$ cat src/design/rsg_pkg.sv
`timescale 1ns / 1ps

package rsg_pkg;

  localparam int DIST_W = 16;
  localparam int IDX_W = 12;
  localparam int PIX_W = 14;
  localparam int ANG_W = 16;
  localparam int CTR_W = 11;
  localparam int K_W = 8;

  // Entries in the queue between the front and the back
  localparam int QUEUE_DEPTH = 4;
  localparam int QPTR_W = $clog2(QUEUE_DEPTH);

  // Odd sine polynomial in Q30, quadrant angle scaled to Q16
  localparam logic signed [31:0] SIN_C1 = 32'sd1686629713;
  localparam logic signed [31:0] SIN_C3 = -32'sd693598668;
  localparam logic signed [31:0] SIN_C5 = 32'sd85569306;
  localparam logic signed [31:0] SIN_C7 = -32'sd5026994;
  localparam logic signed [31:0] SIN_C9 = 32'sd172272;

  typedef enum logic [2:0] {
    REG_RANGE_LOW   = 3'd0,
    REG_RANGE_HIGH  = 3'd1,
    REG_ANGLE_START = 3'd2,
    REG_ANGLE_STEP  = 3'd3,
    REG_GRID_CENTER = 3'd4
  } reg_idx_t;

  typedef struct packed {
    logic [DIST_W-1:0] range_low;
    logic [DIST_W-1:0] range_high;
    logic [ANG_W-1:0]  angle_step;
    logic [CTR_W-1:0]  grid_center;
  } rsg_cfg_t;

  typedef struct packed {
    logic             load;
    logic [ANG_W-1:0] value;
  } rsg_start_t;

  typedef struct packed {
    logic [DIST_W-1:0] distance;
    logic              in_window;
    logic              last;
    logic [IDX_W-1:0]  index;
    logic [ANG_W-1:0]  angle;
  } rsg_item_t;

endpackage

$ cat src/design/rsg_front.sv
`timescale 1ns / 1ps

module rsg_front #(
  parameter int MAX_SAMPLES = 4096
) (
  input  logic                clk,
  input  logic                rst_n,
  input  logic                in_valid,
  output logic                in_ready,
  input  logic [15:0]         in_distance,
  input  logic                in_scan_last,
  input  rsg_pkg::rsg_cfg_t   cfg,
  input  rsg_pkg::rsg_start_t start_wr,
  input  logic                queue_full,
  output logic                push,
  output rsg_pkg::rsg_item_t  push_item
);
  import rsg_pkg::*;

  localparam int CW = (MAX_SAMPLES > 1) ? $clog2(MAX_SAMPLES) : 1;

  logic [CW-1:0]    count_r, count_nxt;
  logic [ANG_W-1:0] angle_r, angle_nxt;

  assign in_ready = !queue_full;
  assign push     = in_valid && in_ready;

  always_comb begin
    push_item.distance  = in_distance;
    push_item.in_window = (in_distance >= cfg.range_low) && (in_distance <= cfg.range_high);
    push_item.last      = in_scan_last;
    push_item.index     = IDX_W'(count_r);
    push_item.angle     = angle_r;
  end

  // Restart the scan on its last sample; otherwise advance index and angle
  always_comb begin
    count_nxt = count_r;
    angle_nxt = angle_r;
    if (push) begin
      if (in_scan_last) begin
        count_nxt = '0;
        angle_nxt = start_wr.value;
      end else begin
        count_nxt = (count_r == CW'(MAX_SAMPLES - 1)) ? '0 : CW'(count_r + 1'b1);
        angle_nxt = ANG_W'(angle_r + cfg.angle_step);
      end
    end else if (start_wr.load && (count_r == '0)) begin
      angle_nxt = start_wr.value;
    end
  end

  always_ff @(posedge clk) begin
    if (!rst_n) begin
      count_r <= '0;
      angle_r <= '0;
    end else begin
      count_r <= count_nxt;
      angle_r <= angle_nxt;
    end
  end

endmodule

$ cat config.mk
export PLATFORM = sky130hd
export DESIGN_NAME = rsg_front
export DESIGN_NICKNAME = d
export VERILOG_FILES = /design/src/design/rsg_pkg.sv /design/src/design/rsg_front.sv
export SDC_FILE = /design/constraint.sdc
export NUM_CORES = 1
export LEC_CHECK = 0
export ABC_AREA = 1
export BUFFER_PORTS_ARGS = -buffer_cell sky130_fd_sc_hd__buf_2
export CAP_MARGIN = 20
export CORE_UTILIZATION = 44
export DETAILED_ROUTE_END_ITERATION = 10
export PLACE_DENSITY_LB_ADDON = 0.12
export RECOVER_POWER = 50
export SETUP_SLACK_MARGIN = 0.2
export SLEW_MARGIN = 5
export SYNTH_ARGS = -nofsm -noshare
export SYNTH_HDL_FRONTEND = slang
export SYNTH_SLANG_ARGS = --single-unit
$ cat constraint.sdc
create_clock -name clk -period 1.55 [get_ports clk]
set_input_delay 0.2325 -clock clk [delete_from_list [all_inputs] [get_ports clk]]
set_output_delay 0.2325 -clock clk [all_outputs]
set_load 0.02 [all_outputs]
==> impl_results.md <==
* Grt ovf at 0
* Root buffer cell: clkbuf_8
* Async S/R FF share, synth at 0%
* Mapped Area at 3300 sq um
* Starting density of the core at 45.4%
* Sw Pwr at 1.19 mW
* Maximum vdd drop at approximately 400 uV
* Dpl ws at -0.201 ns
* Worst Hold Slack at 0.177 ns
* Critical path launch point type: register
* Synthesized Nets at 663
* Placed cell area at 4450 sq um
* Synth top area share at between 10% and 20%
* # nets final at 827
* Crit path DAT at 1.94 ns
* Antenna violations before repair at 0
* Total core area at just over 7000 sq um
* Routed WL per cell at 12.6 um
* Power Density at 594 nW/um^2
* Final Cell Area at 5190 sq um
* Most frequent cell after synthesis: nand2_1
* Clock-pin transition on the worst setup and hold timing paths at 0.12 ns
* Seq cells post-synth at 28
* Fin crit share at 113%
* Max-slew headroom at the worst pin at 73.8%
* Final worst slack at -0.198 ns
* Status: finished with violations
* Final Hold Fails at 0
* Kind of end point of the critical path: register
* I/O pin total at 145
* Global Route Usage Sum at 23.1%
* Number of port buffers at 133
* Die Y at just under 90 um
* Clock Latency Late Sink at 0.29 ns
* Synth Area per Inst at 6.39 sq um
* Tightest Hold Check Type: in2reg
* Syn-to-layout area delta at 57.4%
* Final Instance Count excl. Fillers at 778
* R2r worst-path depth at 12
* H-tree depth at 1
* DRC at 0
* WS Path Type: reg2reg
* Min cycle time layout at about 1.7 ns
* Global-route wire length before repair at 14.6 mm
* Die width at 88.5 um
* Worst R2R End: angle_r[14]
* Critical-path maximum fanout at 4
* R2r startpoint: angle_r[0]
* CP required at 1.74 ns
* Gate Count Post-Synth at just over 500
* Static Leak at roughly 2.6 nW
* Gate power share at a little over half
* Clock Skews at 0.0101 ns
* CTS Buffer Depth at 2
* Post-synthesis sequential area ratio at 17.0%
* Top cells by count, synth: nand2_1, inv_1, ha_1
* Max frequency at 572 MHz
* Largest net degree at the start of global routing at 17
* Routability cong. at 0.864
* Post-CTS Hold Fix Bufs at 0
* # setup viols final at 15
* Via count at just under 4,000
* # clock sinks at 28
* Post-synth cell types at 36
* TNS Setup at -1.27 ns
* Power share of the sequential group at 27.0%
* Layout cell share with drive strength beyond 1 at between 40% and 50%
* Slew Viols, Final at 0
* Iteration count of the initial detailed-routing pass at 4
* Ant diodes at 0
* Violated checks: setup timing
* Max-cap violation count at 0
* CTS tree: done
* Hold EP: angle_r[2]
* Worst R2R Setup Slack at -0.20 ns
* Cell taking the most area after synthesis: ha_1
* TritonCTS Buffers at 3
* Post-Route WL at slightly below 10 mm
* YS warnings at 0
* Via density at 4.99
* Row cnt at 31
* Clock power share at 20.1%
* EDFF count, synth at 0
* Pint at about 1.9 mW
* Prevailing post-synth register cell: dfxtp_1
* Vias in the first global route at 3,451
* Inst Count DP at 749
* Hold path start: start_wr[2]
* Sw frac at 38.5%
* Final ANT Viol Nets at 0
* Slew @ Worst Pin at 0.393 ns
* Final HPWL DP at about 7 mm
* 1st-iter DRT viols at 104
* Hold path cells at 3
* DIE AREA at 7840 sq um
* RSZ-0062 raised after global routing: yes
* Dominant cells by area after synthesis: ha_1, dfxtp_1, nand2_1
sequential cells by signal, summed over array words and instances (netlist names):
register  flops
angle_r      16
count_r      12
power by group through the flow:
| stage | Sequential [mW] | Clock [mW] | Combinational [mW] |
|---|---|---|---|
| finish | 0.832 | 0.621 | 1.63 |
| global route | 0.839 | 0.650 | 1.80 |
| CTS | 0.824 | 0.628 | 1.48 |
| detailed placement | 0.840 | 0 | 1.27 |
| global placement | 0.837 | 0 | 1.24 |
| floorplan | 0.893 | 0 | 0.800 |
kinds of logic (layout without fill, tap and decap cells):
family | count (synthesis) | after routing | synth area share, %
xor gates and xnor gates | 6 | 6 | 1.59
DFF | 28 | 28 | 17.0
and+or+nand+nor | 230 | 230 | 30.6
buffers and inverters | 114 | 276 | 15.6
AOI/OAI and AO/OA | 88 | 89 | 15.9
adders and majority gates | 50 | 50 | 19.2
timing repair:
action | in CTS | in global routing
hold endpoints to repair | 0 | 0
pin swaps | 25 | 23
setup endpoints to repair | 28 | 30
setup buffers | 10 | 11
resized for setup | 57 | 49
gates cloned | 3 | 1
cell usage in the layout (no fill, tap or decap), types with 5 or more instances in the layout:
| cell | Yosys | final |
|---|---|---|
| nand3_1 | 30 | 21 |
| nand2_2 | 2 | 25 |
| o21ai_2 | 0 | 6 |
| a21oi_2 | 5 | 17 |
| nand3_2 | 2 | 9 |
| inv_1 | 85 | 71 |
| a31oi_1 | 5 | 5 |
| nor2_1 | 20 | 17 |
| dfxtp_2 | 0 | 11 |
| buf_12 | 0 | 6 |
| o21ai_1 | 0 | 6 |
| dfxtp_1 | 28 | 7 |
| buf_4 | 19 | 37 |
| clkbuf_1 | 3 | 20 |
| inv_2 | 3 | 11 |
| o21a_1 | 7 | 7 |
| buf_2 | 1 | 111 |
| dfxtp_4 | 0 | 10 |
| ha_1 | 49 | 26 |
| o21ai_0 | 21 | 9 |
| a21oi_1 | 44 | 32 |
| buf_6 | 2 | 6 |
| ha_4 | 0 | 23 |
| nand2_4 | 1 | 8 |
| nand2_1 | 147 | 117 |
metal layers:
metal	vias up	wire, um	GRT usage, %	share of wire (%)
li1	1987	-	-	-
met1	1770	4280	28.6	44
met2	111	4950	42.8	51
met3	15	406	2.33	4.1
met4	0	156	5.57	1.6
met5	-	0	0	0
critical path, cell delays in order, from the launching register on:
cell      delay [ns]
dfxtp_4         0.37
ha_4            0.16
fa_2            0.36
nand2_2         0.10
nand2_2         0.07
nand3b_1        0.09
nand2_2         0.10
nand2_2         0.08
nand2_1         0.05
nand2_1         0.06
nand3_1         0.06
nand2_1         0.08
a21oi_2         0.05
stage by stage:
step / power, mW / util, %
final: 3.08 / 71.5
after global routing: 3.29 / 71.5
after CTS: 2.93 / 67.8
after detailed placement: 2.11 / 61.3
after global placement: 2.08 / 61.3
after floorplan: 1.69 / -
area by class of cell:
type | instances | area, sq um
fillers | 603 | 2070
well taps | 99 | 124
repair buffers | 183 | 1180
clock inverters | 1 | 30.0
clock buffers | 3 | 41.3
flip-flops and latches | 28 | 612
multi-input cells | 375 | 2840
inverters | 89 | 362
how the worst max path moves through the flow:
stage / from / end / cells after the start
2_1_floorplan: angle_r[0] / angle_r[14] / 12
3_3_place_gp: cfg[40] / push_item[29] / 12
3_5_place_dp: cfg[40] / push_item[29] / 12
4_1_cts: angle_r[0] / angle_r[14] / 12
5_1_grt: angle_r[0] / angle_r[14] / 12
6_report: angle_r[0] / angle_r[14] / 12
(Power assumes the default switching activity.)
