===== config.mk =====
export PLATFORM = sky130hd
export DESIGN_NAME = rsg_fifo
export DESIGN_NICKNAME = d
export VERILOG_FILES = /design/src/design/rsg_pkg.sv /design/src/design/rsg_fifo.sv
export SDC_FILE = /design/constraint.sdc
export NUM_CORES = 1
export LEC_CHECK = 0
export BUFFER_PORTS_ARGS = -buffer_cell sky130_fd_sc_hd__buf_2
export CAP_MARGIN = 40
export CORE_UTILIZATION = 40
export DETAILED_ROUTE_END_ITERATION = 10
export MAX_ROUTING_LAYER = met4
export PLACE_DENSITY = 0.61
export SETUP_SLACK_MARGIN = 0.15
export SLEW_MARGIN = 0
export SYNTH_ARGS = -nofsm -noshare
export SYNTH_HDL_FRONTEND = slang
export SYNTH_SLANG_ARGS = --single-unit

===== constraint.sdc =====
create_clock -name clk -period 2.9 [get_ports clk]
set_input_delay 0.29 -clock clk [delete_from_list [all_inputs] [get_ports clk]]
set_output_delay 0.29 -clock clk [all_outputs]
set_load 0.005 [all_outputs]

===== src/design/rsg_pkg.sv =====
`timescale 1ns / 1ps

package rsg_pkg;

  localparam int DIST_W = 16;
  localparam int IDX_W = 12;
  localparam int PIX_W = 14;
  localparam int ANG_W = 16;
  localparam int CTR_W = 11;
  localparam int K_W = 8;

  // Entries in the queue between the front and the back
  localparam int QUEUE_DEPTH = 4;
  localparam int QPTR_W = $clog2(QUEUE_DEPTH);

  // Odd sine polynomial in Q30, quadrant angle scaled to Q16
  localparam logic signed [31:0] SIN_C1 = 32'sd1686629713;
  localparam logic signed [31:0] SIN_C3 = -32'sd693598668;
  localparam logic signed [31:0] SIN_C5 = 32'sd85569306;
  localparam logic signed [31:0] SIN_C7 = -32'sd5026994;
  localparam logic signed [31:0] SIN_C9 = 32'sd172272;

  typedef enum logic [2:0] {
    REG_RANGE_LOW   = 3'd0,
    REG_RANGE_HIGH  = 3'd1,
    REG_ANGLE_START = 3'd2,
    REG_ANGLE_STEP  = 3'd3,
    REG_GRID_CENTER = 3'd4
  } reg_idx_t;

  typedef struct packed {
    logic [DIST_W-1:0] range_low;
    logic [DIST_W-1:0] range_high;
    logic [ANG_W-1:0]  angle_step;
    logic [CTR_W-1:0]  grid_center;
  } rsg_cfg_t;

  typedef struct packed {
    logic             load;
    logic [ANG_W-1:0] value;
  } rsg_start_t;

  typedef struct packed {
    logic [DIST_W-1:0] distance;
    logic              in_window;
    logic              last;
    logic [IDX_W-1:0]  index;
    logic [ANG_W-1:0]  angle;
  } rsg_item_t;

endpackage


===== src/design/rsg_fifo.sv =====
`timescale 1ns / 1ps

module rsg_fifo (
  input  logic               clk,
  input  logic               rst_n,
  input  logic               push,
  input  rsg_pkg::rsg_item_t push_item,
  input  logic               pop,
  output rsg_pkg::rsg_item_t head_item,
  output logic               full,
  output logic               not_empty
);
  import rsg_pkg::*;

  rsg_item_t           mem_r [QUEUE_DEPTH];
  logic [QPTR_W-1:0]   wr_ptr_r, wr_ptr_nxt;
  logic [QPTR_W-1:0]   rd_ptr_r, rd_ptr_nxt;
  logic [QPTR_W:0]     count_r, count_nxt;
  logic                do_push, do_pop;

  assign full      = (count_r == (QPTR_W+1)'(QUEUE_DEPTH));
  assign not_empty = (count_r != '0);
  assign do_push   = push && !full;
  assign do_pop    = pop && not_empty;
  assign head_item = mem_r[rd_ptr_r];

  always_comb begin
    wr_ptr_nxt = do_push ? QPTR_W'(wr_ptr_r + 1'b1) : wr_ptr_r;
    rd_ptr_nxt = do_pop ? QPTR_W'(rd_ptr_r + 1'b1) : rd_ptr_r;
    count_nxt  = count_r;
    if (do_push && !do_pop) begin
      count_nxt = count_r + 1'b1;
    end else if (do_pop && !do_push) begin
      count_nxt = count_r - 1'b1;
    end
  end

  always_ff @(posedge clk) begin
    if (!rst_n) begin
      wr_ptr_r <= '0;
      rd_ptr_r <= '0;
      count_r  <= '0;
    end else begin
      wr_ptr_r <= wr_ptr_nxt;
      rd_ptr_r <= rd_ptr_nxt;
      count_r  <= count_nxt;
    end
  end

  always_ff @(posedge clk) begin
    if (do_push) begin
      mem_r[wr_ptr_r] <= push_item;
    end
  end

endmodule


==> results of run 1 <==
-- power groups by stage --
stage | logic, mW | clock network, mW | registers, mW
floorplan | 1.12 | 0 | 3.52
global placement | 1.58 | 0 | 3.61
detailed placement | 1.59 | 0 | 3.63
CTS | 1.60 | 2.33 | 3.57
global route | 1.71 | 2.41 | 3.60
finish | 1.55 | 2.27 | 3.56
-- synth_stat cells (all sizes together) --
library cell	instances	share of area (%)
and2	8	0.70
nand2	4	0.21
xnor2	3	0.37
dfxtp	9	2.5
nor2b	2	0.17
nor3b	1	0.17
fa	1	0.28
o311ai	1	0.12
a21boi	1	0.10
edfxtp	184	77
clkbuf	2	0.12
inv	3	0.16
mux2i	3	0.42
mux4	46	15
o31ai	1	0.17
ha	5	0.87
o21ai	1	0.070
buf	10	1.6
or3	2	0.17
xor2	1	0.12
-- how the worst max path moves through the flow --
stage	slack [ns]	end	cells after the start
2_1_floorplan	0.57	mem_r[0][0]	4
3_3_place_gp	0.66	count_r[2]	8
3_5_place_dp	0.40	count_r[2]	8
4_1_cts	0.37	count_r[2]	8
5_1_grt	0.25	count_r[2]	8
6_report	0.43	count_r[2]	8
-- cells by family after synthesis --
family,after synthesis,share of synthesized area [%]
XOR/XNOR,4,0.4890
AO/OA/AOI/OAI,4,0.4714
multiplexers,49,14.93
adder cells (fa/ha/maj),6,1.152
buffers and inverters,15,1.903
flip-flops,193,79.62
AND/OR/NAND/NOR,17,1.432
-- layout make-up --
cell class                      instances  area, um^2  area share (%)
Sequential cell                       193        5710           67.06
Multi-Input combinational cell         80        1329           15.60
Timing Repair Buffer                  105       608.1           7.141
Clock buffer                           21       440.4           5.172
Tap cell                              225       281.5           3.306
Clock inverter                         11       130.1           1.528
Inverter                                3       11.26          0.1322
Antenna cell                            2       5.005         0.05877
-- per-layer routing --
| layer | vias to the layer above | track usage [%] | routed length [um] | share of wire (%) |
|---|---|---|---|---|
| li1 | 1438 | - | - | - |
| met1 | 1694 | 19.05 | 5637 | 44 |
| met2 | 86 | 23.89 | 6238 | 49 |
| met3 | 16 | 4.437 | 669 | 5.3 |
| met4 | 0 | 5.618 | 191 | 1.5 |
| met5 | - | - | 0 | 0 |
-- worst max-delay path, cell delays in order, from the launching register on --
cell and delay (ns):
dfxtp_1 0.49, nor3b_2 0.09, nor2b_1 0.41, ha_1 0.28
inv_1 0.07, fa_1 0.37, xor2_1 0.16, or3_1 0.31
a21boi_0 0.21
-- metrics by stage --
step | worst slack, ns | std cells | utilization [%]
final | 0.4261 | 640 | 48.89
after global routing | 0.2519 | 639 | 48.88
after CTS | 0.3677 | 638 | 48.86
after detailed placement | 0.3961 | 606 | 45.59
after global placement | 0.6612 | 606 | 45.59
after floorplan | 0.5723 | 288 | -
-- sequential cells by signal, summed over array words and instances (netlist names), named ones only --
signal    flops
mem_r       184
count_r       3
rd_ptr_r      2
wr_ptr_r      2
==> impl_table.tex, run 1 <==
\begin{tabular}{lr}
\hline
Metric & Value \\
\hline
\multicolumn{2}{l}{\textbf{Outcome}} \\
Result of the run & finished clean \\
\multicolumn{2}{l}{\textbf{STA}} \\
Post-route setup TNS & 0 ns \\
Final number of hold-violating endpoints & 0 \\
Shortest clock period the worst path allows after layout & 2.474 ns \\
Actual transition at the worst max-transition pin & 0.4865 ns \\
Maximum clock frequency & 0.4042 GHz \\
Worst slack on hold paths & 0.07411 ns \\
\# setup viols final & 0 \\
Worst max-slew margin expressed relative to the limit & 67.50\% \\
Tcrit/Tclk final & 85.31\% \\
Worst clock skew on the final layout & 0.007052 ns \\
Slew Limit Fails & 0 \\
Setup repair after global routing missed its margin & false \\
\multicolumn{2}{l}{\textbf{Power}} \\
Part of the total power dissipated in sequential elements & 48.2\% \\
Tot Pwr & 7.381 mW \\
Combinational cell fraction of total power & 21.1\% \\
P\_sw & 1.856 mW \\
Power density over the cells & 866.7 nW/um\^{}2 \\
Clock Power Share & 30.7\% \\
Static Leak & 2.857 nW \\
Sw frac & 25.14\% \\
Internal power & 5.525 mW \\
Highest ir drop seen on vdd & 449.0 uV \\
\multicolumn{2}{l}{\textbf{Yosys}} \\
Post-synthesis average cell area & 24.88 um\^{}2 \\
Number of distinct library cells after synthesis & 24 \\
Post-synth net total & 344 \\
Netlist area before placement & 7166 um\^{}2 \\
Yosys reg bits & 193 \\
Warning count from the yosys run & 0 \\
Share of synthesized area occupied by flip-flops and latches & 79.62\% \\
Synthesized netlist cell count & 288 \\
\multicolumn{2}{l}{\textbf{Critical path}} \\
R2R Path End & count\_r[2] \\
Reg-to-reg critical path startpoint & count\_r[0] \\
CP required & 3.24 ns \\
Data arrival time of the critical path & 2.82 ns \\
Highest net fanout along the worst path & 7 \\
Depth of the worst register-to-register path & 8 \\
Startpoint of the worst setup timing path & count\_r[0] \\
CP Capture Type & flip-flop \\
Setup crit start kind & flip-flop \\
Type of the worst setup path & reg -> reg \\
R2r setup slk & 0.43 ns \\
\multicolumn{2}{l}{\textbf{Min path}} \\
Hold EP & mem\_r[0][21] \\
Hold path start & push\_item[21] \\
Worst min-delay path class & in -> reg \\
Instance count along the most critical hold path & 1 \\
\multicolumn{2}{l}{\textbf{Cells and area}} \\
Cell area after layout & 8516 um\^{}2 \\
Fin nets & 456 \\
Most common cell after layout, fill and taps aside & edfxtp\_1 \\
Most frequent cells in the layout & 184 x edfxtp\_1, 97 x buf\_2, 45 x mux4\_2, 17 x clkbuf\_16, 7 x dfxtp\_1 \\
Layout area overhead & 18.84\% \\
Share of cells above drive strength 1 & 44.79\% \\
FILL cells & 1429 \\
\multicolumn{2}{l}{\textbf{GRT}} \\
Maximum number of pins on one net before global-route repair & 47 \\
Total global routing track utilization & 15.33\% \\
Number of global-route vias before repair & 3488 \\
Residual overflow from global routing & 0 \\
Global-route wire length before repair & 19400 um \\
Initial antenna violation count & 1 \\
\multicolumn{2}{l}{\textbf{Clocking}} \\
Inserted Clock Buffers & 17 \\
Worst-Skew Late Latency & 0.42 ns \\
Post-cts repair resize count & 0 \\
Post-CTS Setup Inserts & 0 \\
CTS Buffer Depth & 2 \\
H-tree depth & 4 \\
Post-cts hold buffer count & 0 \\
Clock tree from TritonCTS & done \\
Clk Tree Root Cell & clkbuf\_16 \\
Clock-pin slew reported for the worst setup and hold paths after clock tree synthesis & 0.07 ns \\
Sinks on Clock Net & 193 \\
\multicolumn{2}{l}{\textbf{Detailed routing}} \\
Number of nets still failing antenna checks after routing & 0 \\
Starting DRC count in detailed routing & 188 \\
First-pass iteration count of the detailed router & 6 \\
Detailed-route wire length & 12740 um \\
Post-route DRC violation count & 0 \\
Average routed wire per standard cell & 19.90 um \\
Routed via count & 3234 \\
Ratio of routed vias to standard cells & 5.053 \\
\multicolumn{2}{l}{\textbf{Floorplan}} \\
\# IOs & 98 \\
Initial core utilization & 41.14\% \\
Die Area & 18450 um\^{}2 \\
Site Rows & 48 \\
X dimension of the die & 135.8 um \\
Core region area & 17420 um\^{}2 \\
Die height & 135.8 um \\
\multicolumn{2}{l}{\textbf{Placement}} \\
Final weighted congestion in routability-driven placement & 0.6772 \\
Placed Instance Area & 7940 um\^{}2 \\
Detailed Place HPWL & 7485 um \\
Count of port buffers added during placement & 97 \\
\multicolumn{2}{l}{\textbf{Job}} \\
Number of max-cap violations & 0 \\
\hline
\end{tabular}
Power figures use the tool's default switching activity.
==> run 2: changes to the inputs <==
--- a/config.mk
+++ b/config.mk
@@ -10,7 +10,7 @@
 export CORE_UTILIZATION = 40
 export DETAILED_ROUTE_END_ITERATION = 10
 export MAX_ROUTING_LAYER = met4
-export PLACE_DENSITY = 0.61
+export PLACE_DENSITY = 0.63
 export SETUP_SLACK_MARGIN = 0.15
 export SLEW_MARGIN = 0
 export SYNTH_ARGS = -nofsm -noshare
==> constraint.sdc (replaced) <==
create_clock -name clk -period 2 [get_ports clk]
set_input_delay 0.2 -clock clk [delete_from_list [all_inputs] [get_ports clk]]
set_output_delay 0.2 -clock clk [all_outputs]
set_load 0.005 [all_outputs]
==> impl_table.tex, run 2 (synthesis gave the netlist of run 1 again) <==
\begin{tabular}{lr}
\hline
Metric & Value \\
\hline
\multicolumn{2}{l}{\textbf{STA}} \\
Worst clock skew on the final layout & 0.008730 ns (was 0.007052 ns) \\
Final number of hold-violating endpoints & 0 (unchanged) \\
Setup repair after global routing missed its margin & true (was false) \\
Tcrit/Tclk final & 96.14\% \\
Slew Limit Fails & 0 (unchanged) \\
Worst max-slew margin expressed relative to the limit & 75.35\% (was 67.50\%) \\
Shortest clock period the worst path allows after layout & 1.923 ns \\
Actual transition at the worst max-transition pin & 0.3639 ns (was 0.4865 ns) \\
Maximum clock frequency & 0.5201 GHz \\
Setup WS post-layout & 0.07726 ns (was 0.4261 ns) \\
\# setup viols final & 0 (unchanged) \\
\multicolumn{2}{l}{\textbf{Power}} \\
Tot Pwr & 11.08 mW (was 7.381 mW) \\
Highest ir drop seen on vdd & 599.5 uV (was 449.0 uV) \\
Power density over the cells & 1207 nW/um\^{}2 (was 866.7 nW/um\^{}2) \\
Static Leak & 3.159 nW (was 2.857 nW) \\
\multicolumn{2}{l}{\textbf{Cells and area}} \\
Layout area overhead & 28.08\% (was 18.84\%) \\
FILL cells & 1392 (was 1429) \\
Most common cell after layout, fill and taps aside & edfxtp\_1 (unchanged) \\
Largest registers in the final layout & mem\_r (184), count\_r (3) (unchanged) \\
Util after Layout & 52.69\% (was 48.89\%) \\
Share of cells above drive strength 1 & 44.73\% (was 44.79\%) \\
Fin nets & 517 (was 456) \\
Most frequent cells in the layout & 184 x edfxtp\_1, 97 x buf\_2, 46 x mux4\_2, 46 x dlygate4sd3\_1, 17 x clkbuf\_16 (was 184 x edfxtp\_1, 97 x buf\_2, 45 x mux4\_2, 17 x clkbuf\_16, 7 x dfxtp\_1) \\
Non-Filler Instances & 700 (was 640) \\
Register with the highest flop count & mem\_r (unchanged) \\
Number of flip-flops under the largest register name & 184 (unchanged) \\
\multicolumn{2}{l}{\textbf{Placement}} \\
Detailed Place HPWL & 7721 um (was 7485 um) \\
Placed insts & 615 (was 606) \\
Pre-CTS setup slack & -0.07083 ns (was 0.3961 ns) \\
Count of port buffers added during placement & 97 (unchanged) \\
Final weighted congestion in routability-driven placement & 0.7285 (was 0.6772) \\
\multicolumn{2}{l}{\textbf{Clocking}} \\
H-tree depth & 4 (unchanged) \\
Clock tree from TritonCTS & done (unchanged) \\
Worst-Skew Late Latency & 0.42 ns (about the same) \\
Clock-pin slew reported for the worst setup and hold paths after clock tree synthesis & 0.07 ns (about the same) \\
Inserted Clock Buffers & 17 (unchanged) \\
CTS Buffer Depth & 2 (unchanged) \\
Sinks on Clock Net & 193 (unchanged) \\
Clk Tree Root Cell & clkbuf\_16 (unchanged) \\
\multicolumn{2}{l}{\textbf{Floorplan}} \\
Die Area & 18450 um\^{}2 (unchanged) \\
Core region area & 17420 um\^{}2 (unchanged) \\
\# IOs & 98 (unchanged) \\
Initial core utilization & 41.14\% (unchanged) \\
Die height & 135.8 um (unchanged) \\
X dimension of the die & 135.8 um (unchanged) \\
Site Rows & 48 (unchanged) \\
\multicolumn{2}{l}{\textbf{Detailed routing}} \\
Ratio of routed vias to standard cells & 4.861 (was 5.053) \\
Routed via count & 3403 (was 3234) \\
Average routed wire per standard cell & 18.07 um (was 19.90 um) \\
First-pass iteration count of the detailed router & 4 (was 6) \\
Detailed-route wire length & 12650 um (was 12740 um) \\
Number of nets still failing antenna checks after routing & 0 (unchanged) \\
Post-route DRC violation count & 0 (unchanged) \\
Starting DRC count in detailed routing & 112 (was 188) \\
\multicolumn{2}{l}{\textbf{GRT}} \\
Initial antenna violation count & 1 (unchanged) \\
Global-route wire length before repair & 19550 um (was 19400 um) \\
Maximum number of pins on one net before global-route repair & 32 (was 47) \\
Total global routing track utilization & 15.28\% (was 15.33\%) \\
Number of global-route vias before repair & 3645 (was 3488) \\
Residual overflow from global routing & 0 (unchanged) \\
\multicolumn{2}{l}{\textbf{Critical path}} \\
Type of the worst setup path & reg -> out (was reg -> reg) \\
Highest net fanout along the worst path & 16 (was 7) \\
R2R Path End & count\_r[2] (unchanged) \\
Reg-to-reg critical path startpoint & count\_r[0] (unchanged) \\
CP required & 1.80 ns (was 3.24 ns) \\
R2r setup slk & 0.08 ns (was 0.43 ns) \\
CP Capture Type & output port (was flip-flop) \\
Depth of the worst register-to-register path & 7 (was 8) \\
Data arrival time of the critical path & 1.72 ns (was 2.82 ns) \\
Setup crit start kind & flip-flop (unchanged) \\
\multicolumn{2}{l}{\textbf{Job}} \\
Number of max-cap violations & 0 (unchanged) \\
\multicolumn{2}{l}{\textbf{Min path}} \\
Worst min-delay path class & in -> reg (unchanged) \\
Instance count along the most critical hold path & 2 (was 1) \\
Hold path start & rst\_n (was push\_item[21]) \\
Hold EP & count\_r[1] (was mem\_r[0][21]) \\
\multicolumn{2}{l}{\textbf{Outcome}} \\
Result of the run & finished clean (unchanged) \\
\hline
\end{tabular}
run 2: cell types whose count changed in the layout (fill, tap and decap cells not counted), moves of 3 or more:
cell,delta
dfxtp_1,-3
buf_4,+13
dlygate4sd3_1,+46
clkbuf_1,-4
run 2: worst max-delay path by stage:
stage | start | depth (start not counted) | slack (ns) | to
finish | flip-flop | 3 | 0.08 | head_item[43]
global route | count_r[0] | 7 | -0.0004 | count_r[2]
CTS | flip-flop | 3 | 0.02 | head_item[40]
detailed placement | count_r[0] | 8 | -0.07 | count_r[2]
global placement | count_r[2] | 8 | 0.1 | count_r[2]
floorplan | count_r[2] | 9 | 0.15 | count_r[2]
run 2: worst max-delay path: stages (launching register included):
cell and delay, ns:
dfxtp_4 0.40, buf_12 0.19, mux4_2 0.55, buf_2 0.15
run 2: metrics by stage:
step           setup TNS [ns]  hold slack [ns]  area (um^2)
6_report                    0           0.1021         9178
5_1_grt            -0.0004252          0.09256         9178
3_5_place_dp         -0.07083           0.4169         8054
2_1_floorplan               0           0.2989         7207
4_1_cts                     0          0.07320         9150
3_3_place_gp                0           0.4102         8054
run 2: power by group:
part	total (mW)	internal, mW	leakage (nW)	switching [mW]
Clock	3.37	1.88	0.294	1.49
Sequential	5.08	4.92	1.76	0.161
Combinational	2.63	1.47	1.10	1.16
run 2: timing repair:
| item | 4_1_cts | 5_1_grt |
|---|---|---|
| endpoints found under the hold margin | 184 | 0 |
| buffers inserted | 3 | 3 |
| pin swaps | 2 | 2 |
| setup endpoints to repair | 47 | 47 |
| hold buffers | 46 | 0 |
| resized for setup | 7 | 1 |
run 2: layer usage:
layer | vias to the layer above | global-route usage (%) | routed length [um]
met5 | - | - | 0
met4 | 0 | 5.618 | 136
met3 | 12 | 3.617 | 400
met2 | 73 | 24.66 | 6485
met1 | 1757 | 18.78 | 5628
li1 | 1561 | - | -
run 2: cell type report:
cell class	count	area (um^2)	share of cell area (%)
repair buffers	166	1206	13.14
flip-flops and latches	193	5719	62.32
well taps	225	281.5	3.067
multi-input cells	80	1363	14.85
clock buffers	17	425.4	4.635
inverters	3	11.26	0.1227
diodes	1	2.502	0.02727
clock inverters	15	168.9	1.840
==> run 3: changes to the inputs <==
--- a/config.mk
+++ b/config.mk
@@ -5,7 +5,8 @@
 export SDC_FILE = /design/constraint.sdc
 export NUM_CORES = 1
 export LEC_CHECK = 0
-export BUFFER_PORTS_ARGS = -buffer_cell sky130_fd_sc_hd__buf_2
+export ABC_CLOCK_PERIOD_IN_PS = 2000
+export BUFFER_PORTS_ARGS = -buffer_cell sky130_fd_sc_hd__clkbuf_2
 export CAP_MARGIN = 40
 export CORE_UTILIZATION = 40
 export DETAILED_ROUTE_END_ITERATION = 10
==> impl_table.tex, run 3 (synthesis gave the netlist of run 1 again) <==
\begin{tabular}{lr}
\hline
Metric & Value \\
\hline
\multicolumn{2}{l}{\textbf{Floorplan}} \\
Die height & 135.8 um (unchanged) \\
X dimension of the die & 135.8 um (unchanged) \\
Die Area & 18450 um\^{}2 (unchanged) \\
Initial core utilization & 41.14\% (unchanged) \\
Core region area & 17420 um\^{}2 (unchanged) \\
Site Rows & 48 (unchanged) \\
\# IOs & 98 (unchanged) \\
\multicolumn{2}{l}{\textbf{Power}} \\
Combinational cell fraction of total power & 24.8\% (was 23.7\%) \\
Internal power & 8.482 mW (was 8.269 mW) \\
P\_sw & 2.741 mW (was 2.806 mW) \\
Part of the total power dissipated in sequential elements & 45.3\% (was 45.9\%) \\
Highest ir drop seen on vdd & 623.5 uV (was 599.5 uV) \\
Clock Power Share & 29.9\% (was 30.4\%) \\
Tot Pwr & 11.22 mW (was 11.08 mW) \\
Static Leak & 3.207 nW (was 3.159 nW) \\
Power density over the cells & 1211 nW/um\^{}2 (was 1207 nW/um\^{}2) \\
Sw frac & 24.42\% (was 25.33\%) \\
\multicolumn{2}{l}{\textbf{Critical path}} \\
Depth of the worst register-to-register path & 8 (was 7) \\
Data arrival time of the critical path & 1.72 ns (about the same) \\
Setup crit start kind & flip-flop (unchanged) \\
Reg-to-reg critical path startpoint & count\_r[2] (was count\_r[0]) \\
CP Capture Type & output port (unchanged) \\
Type of the worst setup path & reg -> out (unchanged) \\
R2r setup slk & 0.10 ns (was 0.08 ns) \\
R2R Path End & count\_r[2] (unchanged) \\
CP cell instances & buf\_12 -> mux4\_1 -> clkbuf\_2 (was buf\_12 -> mux4\_2 -> buf\_2) \\
Highest cell delay on the worst timing path & 0.60 ns (was 0.55 ns) \\
CP required & 1.80 ns (about the same) \\
Highest net fanout along the worst path & 9 (was 16) \\
Worst setup endpoint & head\_item[43] (unchanged) \\
Standard cell with the maximum stage delay on the critical path & mux4\_1 (was mux4\_2) \\
\multicolumn{2}{l}{\textbf{GRT}} \\
Global Route met2 Usage & 23.30\% (was 24.66\%) \\
Busiest metal layer after global routing & met2 (unchanged) \\
Residual overflow from global routing & 0 (unchanged) \\
Global-route wire length before repair & 19070 um (was 19550 um) \\
Number of global-route vias before repair & 3595 (was 3645) \\
Global-route track usage on met1 & 18.40\% (was 18.78\%) \\
GR Layer Usage met3 & 4.251\% (was 3.617\%) \\
Total global routing track utilization & 14.81\% (was 15.28\%) \\
Initial antenna violation count & 1 (unchanged) \\
Maximum number of pins on one net before global-route repair & 38 (was 32) \\
\multicolumn{2}{l}{\textbf{STA}} \\
\# setup viols final & 0 (unchanged) \\
Shortest clock period the worst path allows after layout & 1.915 ns (was 1.923 ns) \\
Post-route setup TNS & 0 ns (unchanged) \\
Slew Limit Fails & 0 (unchanged) \\
Tcrit/Tclk final & 95.76\% (was 96.14\%) \\
Setup repair after global routing missed its margin & true (unchanged) \\
Final number of hold-violating endpoints & 0 (unchanged) \\
Worst max-slew margin expressed relative to the limit & 77.01\% (was 75.35\%) \\
Worst clock skew on the final layout & 0.008641 ns (was 0.008730 ns) \\
Maximum clock frequency & 0.5222 GHz (was 0.5201 GHz) \\
Worst slack on hold paths & 0.01442 ns (was 0.1021 ns) \\
Actual transition at the worst max-transition pin & 0.3394 ns (was 0.3639 ns) \\
\multicolumn{2}{l}{\textbf{Cells and area}} \\
Largest registers in the final layout & mem\_r (184), count\_r (3) (unchanged) \\
Util after Layout & 53.21\% (was 52.69\%) \\
Layout area overhead & 29.33\% (was 28.08\%) \\
Share of cells above drive strength 1 & 44.92\% (was 44.73\%) \\
Area taken by multi-input logic gates & 1361 um\^{}2 (was 1363 um\^{}2) \\
Cell area after layout & 9268 um\^{}2 (was 9178 um\^{}2) \\
Most common cell after layout, fill and taps aside & edfxtp\_1 (unchanged) \\
FILL cells & 1403 (was 1392) \\
Number of flip-flops under the largest register name & 184 (unchanged) \\
Most frequent cells in the layout & 184 x edfxtp\_1, 97 x clkbuf\_2, 45 x mux4\_2, 42 x dlygate4sd3\_1, 17 x clkbuf\_16 (was 184 x edfxtp\_1, 97 x buf\_2, 46 x mux4\_2, 46 x dlygate4sd3\_1, 17 x clkbuf\_16) \\
Fin nets & 516 (was 517) \\
Register with the highest flop count & mem\_r (unchanged) \\
Register area & 5722 um\^{}2 (was 5719 um\^{}2) \\
\multicolumn{2}{l}{\textbf{Job}} \\
Number of max-cap violations & 0 (unchanged) \\
\multicolumn{2}{l}{\textbf{Detailed routing}} \\
Detailed-route wire length & 12360 um (was 12650 um) \\
Number of nets still failing antenna checks after routing & 0 (unchanged) \\
First-pass iteration count of the detailed router & 4 (unchanged) \\
Average routed wire per standard cell & 17.71 um (was 18.07 um) \\
Post-route DRC violation count & 0 (unchanged) \\
Starting DRC count in detailed routing & 172 (was 112) \\
Routed via count & 3399 (was 3403) \\
Ratio of routed vias to standard cells & 4.870 (was 4.861) \\
\multicolumn{2}{l}{\textbf{Clocking}} \\
Worst-Skew Late Latency & 0.42 ns (about the same) \\
H-tree depth & 4 (unchanged) \\
Clk Tree Root Cell & clkbuf\_16 (unchanged) \\
Sinks on Clock Net & 193 (unchanged) \\
Clock-pin slew reported for the worst setup and hold paths after clock tree synthesis & 0.06 ns (was 0.07 ns) \\
CTS Buffer Depth & 2 (unchanged) \\
Clock tree from TritonCTS & done (unchanged) \\
Inserted Clock Buffers & 17 (unchanged) \\
\multicolumn{2}{l}{\textbf{Placement}} \\
Count of port buffers added during placement & 97 (unchanged) \\
Placed Instance Area & 8117 um\^{}2 (was 8054 um\^{}2) \\
Final weighted congestion in routability-driven placement & 0.6794 (was 0.7285) \\
Detailed Place HPWL & 7618 um (was 7721 um) \\
\multicolumn{2}{l}{\textbf{Min path}} \\
Worst min-delay path class & in -> reg (unchanged) \\
\multicolumn{2}{l}{\textbf{Outcome}} \\
Result of the run & finished clean (unchanged) \\
\hline
\end{tabular}
## run 3: cell type report
cell class	instances	share of cell area (%)
inverter	3	0.1215
multi-input combinational	80	14.69
tap	225	3.038
antenna	1	0.02700
timing repair buffer	165	14.04
clock buffer	17	4.590
clock inverter	14	1.755
sequential	193	61.74
## run 3: critical path, delay by kind of cell, from the launching register on
family / cells / cell delay, ns
buffers and inverters: 2 / 0.30
multiplexers: 1 / 0.60
flip-flops: 1 / 0.39
## run 3: per-stage QoR
step	setup slack (ns)	cells
3_3_place_gp	0.1034	615
4_1_cts	0.05893	697
5_1_grt	0.02454	698
6_report	0.08485	698
2_1_floorplan	0.1505	288
3_5_place_dp	-0.004636	615
## run 3: repair_timing
item,CTS,global route
setup buffers,9,0
hold buffers,42,0
pin swaps,1,0
endpoints found under the hold margin,166,0
gates cloned,0,0
endpoints found under the setup margin,47,47
resized for setup,6,1
## run 3: how the worst min path moves through the flow
| stage | startpoint | endpoint | cells after the start |
|---|---|---|---|
| detailed placement | push_item[22] | mem_r[3][22] | 1 |
| global route | push_item[42] | mem_r[3][42] | 1 |
| floorplan | push_item[0] | mem_r[0][0] | 0 |
| global placement | push_item[39] | mem_r[0][39] | 1 |
| finish | push_item[42] | mem_r[3][42] | 1 |
| CTS | push_item[42] | mem_r[0][42] | 1 |
## run 3: power groups by stage
stage / Combinational, mW / Clock, mW / Sequential, mW
3_3_place_gp: 2.53 / 0 / 5.14
4_1_cts: 2.86 / 3.44 / 5.09
6_report: 2.78 / 3.35 / 5.09
2_1_floorplan: 1.66 / 0 / 5.11
3_5_place_dp: 2.56 / 0 / 5.17
5_1_grt: 3.02 / 3.58 / 5.13
## run 3: routing by layer
layer	up-vias	wire, um
met4	0	127
met3	11	556
li1	1558	-
met2	83	6301
met1	1747	5378
met5	-	0
